[src/hw/rtl/partition_f_measure_defines.svh]
// Assertion macros for the partition F-measure block.
// Each macro expects clk and arst_n in scope.
`ifndef PARTITION_F_MEASURE_DEFINES_SVH
`define PARTITION_F_MEASURE_DEFINES_SVH
`ifndef SYNTHESIS
// Antecedent implies consequent in the same cycle.
`define PFM_ASSERT_SAME(label, ante, cons) \
	label: assert property (@(posedge clk) disable iff (!arst_n) (ante) |-> (cons)) \
		else $error("pfm assertion failed");
// Antecedent implies consequent in the next cycle.
`define PFM_ASSERT_NEXT(label, ante, cons) \
	label: assert property (@(posedge clk) disable iff (!arst_n) (ante) |=> (cons)) \
		else $error("pfm assertion failed");
`else
`define PFM_ASSERT_SAME(label, ante, cons)
`define PFM_ASSERT_NEXT(label, ante, cons)
`endif
`endif

[src/hw/rtl/pfm_pkg.sv]
`default_nettype none
package pfm_pkg;

	localparam int DEF_PRED_CLASSES = 16;
	localparam int DEF_REF_CLASSES  = 16;
	localparam int DEF_COUNT_BITS   = 20;
	localparam int DEF_FRAC_BITS    = 16;

	localparam int LABEL_W = 4;
	localparam int FM_W    = 17;
	localparam int PADDR_W = 3;
	localparam int PDATA_W = 32;

	localparam logic OP_ADD    = 1'b0;
	localparam logic OP_FINISH = 1'b1;

	localparam logic [PADDR_W-1:0] ADDR_IGNORE_LOWEST_REF = 3'd0;

	// Commands from controller to datapath
	typedef struct packed {
		logic sel_in;
		logic take_add;
		logic wr_add;
		logic clr_wr;
		logic idx_zero;
		logic j_inc;
		logic row_next;
		logic rd_skip;
		logic tot_ld;
		logic acc_zero;
		logic row_ld;
		logic div_cell;
		logic best_upd;
		logic mul;
		logic div_term;
		logic acc_add;
		logic out_ld;
	} cmd_t;

	// Status from datapath to controller
	typedef struct packed {
		logic add_ok;
		logic row_skip;
		logic m_zero;
		logic tot_zero;
		logic div_done;
		logic j_last;
		logic i_last;
		logic j_ones;
		logic i_ones;
	} sts_t;

endpackage
`default_nettype wire

[src/hw/rtl/pfm_ctrl.sv]
`default_nettype none
module pfm_ctrl import pfm_pkg::*; (
	input  wire logic clk,
	input  wire logic arst_n,
	input  wire logic in_valid,
	input  wire logic opcode,
	input  wire logic out_stall,
	output logic      in_stall,
	output logic      out_valid,
	output cmd_t      cmd,
	input  wire sts_t sts
);
	typedef enum logic [3:0] {
		S_CLEAR, S_IDLE, S_ADD_WR, S_FIN_RS, S_FIN_TOT, S_FIN_CHK,
		S_ROW_RD, S_ROW_CHK, S_CELL_RD, S_CELL_CHK, S_CELL_DIV,
		S_ROW_MUL, S_ROW_DIV0, S_ROW_DIV, S_OUT_LD, S_DONE
	} state_t;

	state_t state_q, state_d;
	logic   out_valid_q;

	// Next state and commands
	always_comb begin
		state_d = state_q;
		cmd     = '0;
		unique case (state_q)
			S_CLEAR: begin
				cmd.clr_wr = 1'b1;
				if (sts.i_ones && sts.j_ones)
					state_d = S_IDLE;
				else if (sts.j_ones)
					cmd.row_next = 1'b1;
				else
					cmd.j_inc = 1'b1;
			end
			S_IDLE: begin
				cmd.sel_in = 1'b1;
				if (in_valid) begin
					if (opcode == OP_FINISH) begin
						state_d = S_FIN_RS;
					end else begin
						cmd.take_add = 1'b1;
						if (sts.add_ok)
							state_d = S_ADD_WR;
					end
				end
			end
			S_ADD_WR: begin
				cmd.wr_add = 1'b1;
				state_d    = S_IDLE;
			end
			S_FIN_RS: begin
				cmd.rd_skip  = 1'b1;
				cmd.idx_zero = 1'b1;
				cmd.acc_zero = 1'b1;
				state_d      = S_FIN_TOT;
			end
			S_FIN_TOT: begin
				cmd.tot_ld = 1'b1;
				state_d    = S_FIN_CHK;
			end
			S_FIN_CHK: state_d = sts.tot_zero ? S_OUT_LD : S_ROW_RD;
			S_ROW_RD:  state_d = S_ROW_CHK;
			S_ROW_CHK: begin
				cmd.row_ld = 1'b1;
				if (!sts.row_skip) begin
					state_d = S_CELL_RD;
				end else if (sts.i_last) begin
					state_d = S_OUT_LD;
				end else begin
					cmd.row_next = 1'b1;
					state_d      = S_ROW_RD;
				end
			end
			S_CELL_RD: state_d = S_CELL_CHK;
			S_CELL_CHK: begin
				if (!sts.m_zero) begin
					cmd.div_cell = 1'b1;
					state_d      = S_CELL_DIV;
				end else if (sts.j_last) begin
					state_d = S_ROW_MUL;
				end else begin
					cmd.j_inc = 1'b1;
					state_d   = S_CELL_RD;
				end
			end
			S_CELL_DIV: begin
				if (sts.div_done) begin
					cmd.best_upd = 1'b1;
					if (sts.j_last) begin
						state_d = S_ROW_MUL;
					end else begin
						cmd.j_inc = 1'b1;
						state_d   = S_CELL_RD;
					end
				end
			end
			S_ROW_MUL: begin
				cmd.mul = 1'b1;
				state_d = S_ROW_DIV0;
			end
			S_ROW_DIV0: begin
				cmd.div_term = 1'b1;
				state_d      = S_ROW_DIV;
			end
			S_ROW_DIV: begin
				if (sts.div_done) begin
					cmd.acc_add = 1'b1;
					if (sts.i_last) begin
						state_d = S_OUT_LD;
					end else begin
						cmd.row_next = 1'b1;
						state_d      = S_ROW_RD;
					end
				end
			end
			S_OUT_LD: begin
				cmd.out_ld = 1'b1;
				state_d    = S_DONE;
			end
			S_DONE: begin
				if (!out_stall) begin
					cmd.idx_zero = 1'b1;
					state_d      = S_CLEAR;
				end
			end
			default: state_d = S_CLEAR;
		endcase
	end

	// Hold state and the result valid
	always_ff @(posedge clk or negedge arst_n) begin
		if (!arst_n) begin
			state_q     <= S_CLEAR;
			out_valid_q <= 1'b0;
		end else begin
			state_q     <= state_d;
			out_valid_q <= (state_d == S_DONE);
		end
	end

	assign in_stall  = (state_q != S_IDLE);
	assign out_valid = out_valid_q;

endmodule
`default_nettype wire

[config.mk]
export PLATFORM = sky130hd
export DESIGN_NAME = pfm_ctrl
export DESIGN_NICKNAME = d
export VERILOG_FILES = /design/src/hw/rtl/partition_f_measure_defines.svh /design/src/hw/rtl/pfm_pkg.sv /design/src/hw/rtl/pfm_ctrl.sv
export SDC_FILE = /design/constraint.sdc
export NUM_CORES = 1
export LEC_CHECK = 0
export BUFFER_PORTS_ARGS = -buffer_cell sky130_fd_sc_hd__clkbuf_2
export CORE_MARGIN = 8
export CORE_UTILIZATION = 41
export DETAILED_ROUTE_END_ITERATION = 7
export PLACE_DENSITY_LB_ADDON = 0.1
export SYNTH_ARGS = -nofsm -noshare
export SYNTH_HDL_FRONTEND = slang
export SYNTH_SLANG_ARGS = --single-unit
[constraint.sdc]
create_clock -name clk -period 1.3 [get_ports clk]
set_input_delay 0.13 -clock clk [delete_from_list [all_inputs] [get_ports clk]]
set_output_delay 0.13 -clock clk [all_outputs]
set_load 0.05 [all_outputs]
==> results of run 1 <==
[synth_stat cells, types with 2 or more instances]
library cell	n	share of area (%)
buf_6	2	4.1
nand3b_1	3	4.1
nand3_1	2	1.8
buf_2	2	1.8
o21ai_0	4	3.6
inv_2	3	2.0
a31oi_1	2	2.3
nor2b_1	3	3.4
dfrtp_1	5	23
nand2_1	8	5.4
inv_1	3	2.0
nor3_1	3	2.7
a21oi_1	2	1.8
nor2_1	14	9.5
[kinds of logic after synthesis]
kind of cell,count (synthesis)
AO/OA/AOI/OAI,21
buffers and inverters,11
AND/OR/NAND/NOR,40
flip-flops,5
[stage by stage]
| step | area (um2) | hold WS [ps] | setup TNS (ps) | cells |
|---|---|---|---|---|
| floorplan | 733 | -166 | -822 | 77 |
| global placement | 1310 | -51.2 | -288 | 145 |
==> results.txt, run 1 <==
----------------------------------------------------
[Run status]
  Run status ... aborted with a tool error
  Exit stage ... 3_5_place_dp
  Tool Error ... [ERROR DPL-0038] Utilization greater than 100%, impossible to legalize

[Logic synthesis]
  Post-Syn Area per Cell ... 7.20 um2
  Post-Synth Simple-Gate Area ... 35.4%
  Post-synthesis async set-or-reset flop share ... 100%
  Cell count after synthesis ... 77
  Post-Syn Area ... 554 um2
  Post-synth EDFFs ... 0
  Fraction of the mapped netlist area in adder cells ... 0%
  Number of synthesized register bits ... 5
  Post-synth cell types ... 35
  Fraction of synthesized area in multiplexers ... 0%
  Dominant combinational cell family by area after synthesis ... simple AND/OR/NAND/NOR gates
  Top_reg_cell synth ... dfrtp_1
  Synthesis warning total ... 0
  Post-Syn Nets ... 91
  Xor and xnor area share after synthesis ... 0%
  Fraction of the mapped netlist area in compound gates ... 30.7%
  Proportion of synthesized chip area in sequential cells ... 22.6%

[Placed design]
  Number of I/O port buffers ... 32
  Final weighted congestion in routability-driven placement ... 0.931

[Floorplanning]
  Row cnt ... 13
  Number of placed I/O pins ... 33
  Overall die height ... 52.8 um
  Starting density of the core ... 43.1%
  Chip Width ... 52.8 um

----------------------------------------------------
==> run 2: changes to the inputs <==
CORE_AREA = 8 8 69 71   (was not set)
CORE_MARGIN = not set   (was 8)
CORE_UTILIZATION = not set   (was 41)
DIE_AREA = 0 0 77 79   (was not set)
PLACE_DENSITY_LB_ADDON = 0.15   (was 0.1)
==> run 2 against run 1 <==
Area after synthesis did not move. The flow now finishes, with violations (setup timing). Synthesized cell count stayed put.
==> results.txt, run 2 <==
----------------------------------------------------
[Run status]
  Run status ... complete, but fails checks
  Failing checks ... setup timing

[Clock tree]
  CTS Root Buffer Type ... clkbuf_8
  Clock transition at the registers of the reported paths ... 40 ps
  Clk buf depth ... 2
  Clock tree from TritonCTS ... built
  Number of sinks on the clock net ... 5
  Number of clock buffers inserted by TritonCTS ... 3
  H-tree depth reported by CTS ... 1
  Insertion delay of the later-clocked pin in the worst-skew pair ... 230 ps

[Route]
  Remaining routing DRC violations ... 0
  Total number of vias ... 894
  Initial DRC Count ... 45
  Routed vias/inst ... 4.38
  First-pass iteration count of the detailed router ... 4
  Wire length per cell after detailed routing ... 14.9 um
  Number of nets still failing antenna checks after routing ... 0
  Aggregate routed wire length ... 3030 um

[Final layout]
  Sequential cell area ... 130 um2
  Number of nets in the layout ... 169
  Final antenna diode count ... 0
  # fillers ... 361
  Commonest non-fill, non-tap cells in the layout ... buf_4 (22), buf_6 (21), buf_12 (19)
  Fraction of final layout cells with drive strength greater than 1 ... 79.9%
  Final instance count without filler cells ... 204
  Max reg flops ... 4
  Area growth, synth to finish ... 220%
  Top register by number of flip-flops ... state_q
  Most common cell after layout, fill and taps aside ... buf_4
  Total area of multi-input combinational cells ... 634 um2

[Hold path]
  Path class of the lowest-slack min-delay path ... in -> reg
  Cell count of the worst hold path ... 3

[Placed design]
  Number of I/O port buffers ... 32
  HPWL after DPL ... 2100 um
  Number of cells after detailed placement ... 184
  Final weighted congestion in routability-driven placement ... 0.889

[Floorplanning]
  Number of placed I/O pins ... 33
  Chip Width ... 77 um
  Standard cell core area ... 3800 um2
  Area enclosed by the die boundary ... 6080 um2
  Row cnt ... 23
  Starting density of the core ... 14.6%
  Overall die height ... 79 um

[Job]
  Number of max-cap violations ... 0

[Worst setup path]
  Type of origin of the critical path ... flop
  Worst EP required ... 1170 ps
  Worst Setup Path Type ... reg -> out
  Crit Path Max Fanout ... 5
  Endpoint arrival time on the critical path ... 1440 ps
  Reg2Reg Depth ... 6
  Worst Setup End Kind ... primary output

[Logic synthesis]
  Post-synth cell types ... 35
  Synth area leaders ... dfrtp_1 (23%), nor2_1 (9.5%), nand2_1 (5.4%), buf_6 (4.1%), nand3b_1 (4.1%)
  Proportion of synthesized chip area in sequential cells ... 22.6%
  Post-synth EDFFs ... 0
  Post-Syn Area per Cell ... 7.20 um2
  Number of synthesized register bits ... 5
  Cell count after synthesis ... 77
  Post-Syn Nets ... 91
  Top_reg_cell synth ... dfrtp_1
  Yosys top cell area share ... 22.6%
  Post-Syn Area ... 554 um2
  Synth top cells by count ... nor2_1 (14), nand2_1 (8), dfrtp_1 (5)
  Post-synthesis async set-or-reset flop share ... 100%
  Library cell with the highest instance count after synthesis ... nor2_1
  Post-synthesis cell type with the largest combined area ... dfrtp_1
  Synthesis warning total ... 0

[STA]
  Achievable frequency ... 636 MHz
  Period minus WS final ... 1570 ps
  Unrepaired setup endpoints after global routing ... true
  Max Clock Skew ... 2.18 ps
  Final Cycle Share ... 121%
  Setup slack after layout ... -271 ps
  Transition time of the tightest slew-check pin ... 302 ps
  Final Hold Violating Endpoints ... 0
  Final-report setup violation count ... 21
  Headroom to the max-slew limit ... 79.8%
  Number of max-slew violations in the final report ... 0

[Power]
  Leakage dissipation ... 0.754 nW
  Total power density per cell area ... 2590 nW/um2
  Overall power ... 0.00460 W
  Largest voltage drop on the vdd net ... 0.00142 V

[Global route]
  Number of antenna violations at the first check in global routing ... 0
  GRT Overall Usage ... 9.63%
  Maximum number of pins on one net before global-route repair ... 8
  First-pass GRT wire length ... 4670 um
  Remaining global-route overflow ... 0
  Vias in the first global route ... 941

----------------------------------------------------
[run 2: cell counts after synthesis]
Identical to the previous run, type by type.
[run 2: cells by family after synthesis]
kind of cell	share of synthesized area, %
simple gates	35.4
compound gates	30.7
buf+inv	11.3
flops	22.6
[run 2: area by class of cell]
type | count | area share [%]
inverter | 6 | 1.90
timing repair buffer | 78 | 49.0
clock buffer | 4 | 2.54
sequential | 5 | 7.33
tap | 50 | 3.52
multi-input combinational | 61 | 35.7
[run 2: power breakdown]
part	internal [W]	total, W	switching, W
clock	0.000212	0.000300	0.0000885
combinational	0.00199	0.00392	0.00194
sequential	0.000247	0.000374	0.000127
[run 2: worst paths after layout]
check | from | to | slack, ps
max | state_q[3] | cmd[15] | -270
min | sts[3] | state_q[0] | 250
max reg2reg | state_q[2] | state_q[1] | -240
min reg2reg | state_q[3] | state_q[3] | 710
max in group asynchronous | arst_n | state_q[3] | 870
min in group asynchronous | arst_n | state_q[0] | 260
[run 2: metrics by stage]
stage / hold WS [ps] / setup slack (ps) / TNS (ps) / cell area (um2) / util (%)
2_1_floorplan: -166 / -184 / -822 / 733 / -
3_3_place_gp: -40.4 / -79.7 / -432 / 1400 / 36.8
3_5_place_dp: -36.7 / -66.7 / -430 / 1400 / 36.8
4_1_cts: 251 / -283 / -4000 / 1640 / 43.1
5_1_grt: 261 / -340 / -4850 / 1780 / 46.7
6_report: 248 / -271 / -3890 / 1780 / 46.7
[run 2: worst max-delay path: stages, from the launching register on]
cell     delay (ps)
dfrtp_2         390
buf_6           130
nor2_4          130
buf_4           140
nand2_4          50
nor3b_4         200
buf_12          160
[run 2: what timing repair did]
item	4_1_cts	5_1_grt
setup endpoints to repair	21	22
pin swaps	11	10
gates resized for setup	27	28
cloned	0	0
endpoints found under the hold margin	5	0
buffers inserted	13	4
hold buffers	1	0
[run 2: routing by layer]
layer / GRT usage (%) / up-vias / routed length [um]
li1: - / 441 / -
met1: 10.1 / 421 / 1160
met2: 16.9 / 26 / 1620
met3: 3.95 / 6 / 198
met4: 3.77 / 0 / 48
met5: 0 / - / 0
(Power assumes the default switching activity.)
==> run 3: changes to the inputs <==
CTS_CLUSTER_SIZE = 12   (was not set)
SKIP_LAST_GASP = 1   (was not set)
==> run 3 against run 2 <==
The flow still finishes with violations (setup timing). Sequential share of layout area is essentially flat. Cell count grew 0.49%. Register-to-register slack gained 20 ps. Setup slack lost 1.2 ps. Clock power is essentially flat. Clock skew is essentially flat. Sequential cell count is the same. Design area shrank 0.49%. Combinational power is essentially flat. Global-route usage is essentially flat.
==> results.txt, run 3 (same netlist as run 2, synthesis figures left out) <==
----------------------------------------------------
[Final layout]
  Most common cell after layout, fill and taps aside ... buf_4
  Top register by number of flip-flops ... state_q
  # fillers ... 362
  Number of nets in the layout ... 170
  Max reg flops ... 4
  Final antenna diode count ... 0
  Area growth, synth to finish ... 219%
  Fraction of final layout cells with drive strength greater than 1 ... 79.4%
  Commonest non-fill, non-tap cells in the layout ... buf_4 (24), buf_6 (20), buf_12 (19)

[STA]
  Unrepaired setup endpoints after global routing ... true
  Setup slack after layout ... -273 ps
  Transition time of the tightest slew-check pin ... 302 ps
  Period minus WS final ... 1570 ps
  Final-report setup violation count ... 21
  Number of max-slew violations in the final report ... 0
  Final Hold Violating Endpoints ... 0
  Final Cycle Share ... 121%
  Smallest hold slack ... 248 ps
  Headroom to the max-slew limit ... 79.8%
  Max Clock Skew ... 2.33 ps
  Achievable frequency ... 636 MHz

[Route]
  Initial DRC Count ... 65
  Total met3 wirelength after detailed routing ... 203 um
  First-pass iteration count of the detailed router ... 4
  Wl on met1 ... 1140 um
  Routed vias/inst ... 4.52
  Total number of vias ... 927
  DR top layer ... met4
  Remaining routing DRC violations ... 0
  Wire length on met2 ... 1630 um
  Number of nets still failing antenna checks after routing ... 0
  Wire length per cell after detailed routing ... 14.8 um
  Aggregate routed wire length ... 3040 um

[Clock tree]
  Number of clock buffers inserted by TritonCTS ... 3
  Clk buf depth ... 2
  CTS Root Buffer Type ... clkbuf_8
  Clock transition at the registers of the reported paths ... 40 ps
  Insertion delay of the later-clocked pin in the worst-skew pair ... 230 ps
  Clock tree from TritonCTS ... built
  Number of sinks on the clock net ... 5
  H-tree depth reported by CTS ... 1

[Power]
  Clock Power Share ... 6.6%
  Largest voltage drop on the vdd net ... 0.00144 V
  Net Sw Frac ... 46.7%
  Internal power of the cells ... 0.00244 W
  Leakage dissipation ... 0.753 nW
  Seq pwr share ... 8.1%
  Combinational fraction of design power ... 85.3%
  Switching power ... 0.00214 W
  Total power density per cell area ... 2600 nW/um2

[Global route]
  Maximum number of pins on one net before global-route repair ... 8
  Vias in the first global route ... 932
  GRT Overall Usage ... 9.61%
  First-pass GRT wire length ... 4650 um
  Number of antenna violations at the first check in global routing ... 0
  Remaining global-route overflow ... 0

[Placed design]
  Final weighted congestion in routability-driven placement ... 0.889
  HPWL after DPL ... 2100 um
  Worst setup slack before clock tree synthesis ... -66.7 ps
  Number of I/O port buffers ... 32

[Floorplanning]
  Number of placed I/O pins ... 33
  Overall die height ... 79 um
  Area enclosed by the die boundary ... 6080 um2
  Standard cell core area ... 3800 um2
  Row cnt ... 23
  Starting density of the core ... 14.6%
  Chip Width ... 77 um

[Hold path]
  Path class of the lowest-slack min-delay path ... in -> reg

[Worst setup path]
  Worst Setup Path Type ... reg -> out
  Worst Setup End Kind ... primary output
  Endpoint arrival time on the critical path ... 1440 ps
  Type of origin of the critical path ... flop
  Worst EP required ... 1170 ps
  Crit Path Max Fanout ... 6

[Job]
  Number of max-cap violations ... 0

[Run status]
  Run status ... complete, but fails checks
  Failing checks ... setup timing

----------------------------------------------------
-- run 3: cell types whose count changed in the layout (fill, tap and decap cells not counted) --
cell,previous run,this run
nand2_4,6,5
buf_6,21,20
buf_4,22,24
o311ai_1,0,1
nand2_2,0,1
o311ai_2,1,0
-- run 3: critical path, cell delays in order, from the launching register on --
cell and delay [ps]:
dfrtp_2 470, buf_6 160, buf_6 110, nor4_4 300, buf_12 180
-- run 3: worst paths after layout --
path | start | end | slack (ps) | depth (start not counted)
worst max-delay path | state_q[1] | cmd[5] | -270 | 4
worst min-delay path | sts[3] | state_q[0] | 250 | 3
worst max register to register | state_q[2] | state_q[1] | -220 | 6
worst min register to register | state_q[3] | state_q[3] | 700 | 2
max in group asynchronous | arst_n | state_q[3] | 880 | 2
min in group asynchronous | arst_n | state_q[1] | 260 | 2
-- run 3: stage by stage --
stage	utilization (%)	instances	TNS, ps	total power [W]	cell area [um2]
3_5_place_dp	36.8	184	-430	0.00326	1400
3_3_place_gp	36.8	184	-432	0.00327	1400
5_1_grt	46.5	205	-4900	0.00479	1770
2_1_floorplan	-	77	-822	0.00198	733
6_report	46.5	205	-3960	0.00458	1770
4_1_cts	42.8	200	-4080	0.00412	1620
-- run 3: layout make-up --
class | count | area [um2] | area share, %
flip-flops and latches | 5 | 130 | 7.37
multi-input cells | 61 | 622 | 35.2
well taps | 50 | 62.6 | 3.54
repair buffers | 79 | 873 | 49.4
inverters | 6 | 33.8 | 1.91
clock buffers | 4 | 45.0 | 2.55
-- run 3: power by group through the flow --
stage,Clock (W),Sequential (W),Combinational (W)
after floorplan,0,0.000362,0.00161
after global placement,0,0.000415,0.00286
after detailed placement,0,0.000419,0.00284
after CTS,0.000304,0.000359,0.00346
after global routing,0.000315,0.000379,0.00410
final,0.000301,0.000372,0.00391
-- run 3: routing by layer --
layer,GRT usage (%),up-vias
li1,-,445
met1,10.1,444
met2,16.8,30
met3,3.95,8
met4,3.77,0
met5,0,-
-- run 3: repair_timing --
action	4_1_cts	5_1_grt
gates resized for setup	24	29
pin swaps	9	13
hold endpoints to repair	5	0
setup buffers	13	6
setup endpoints to repair	21	22
hold buffers	1	0
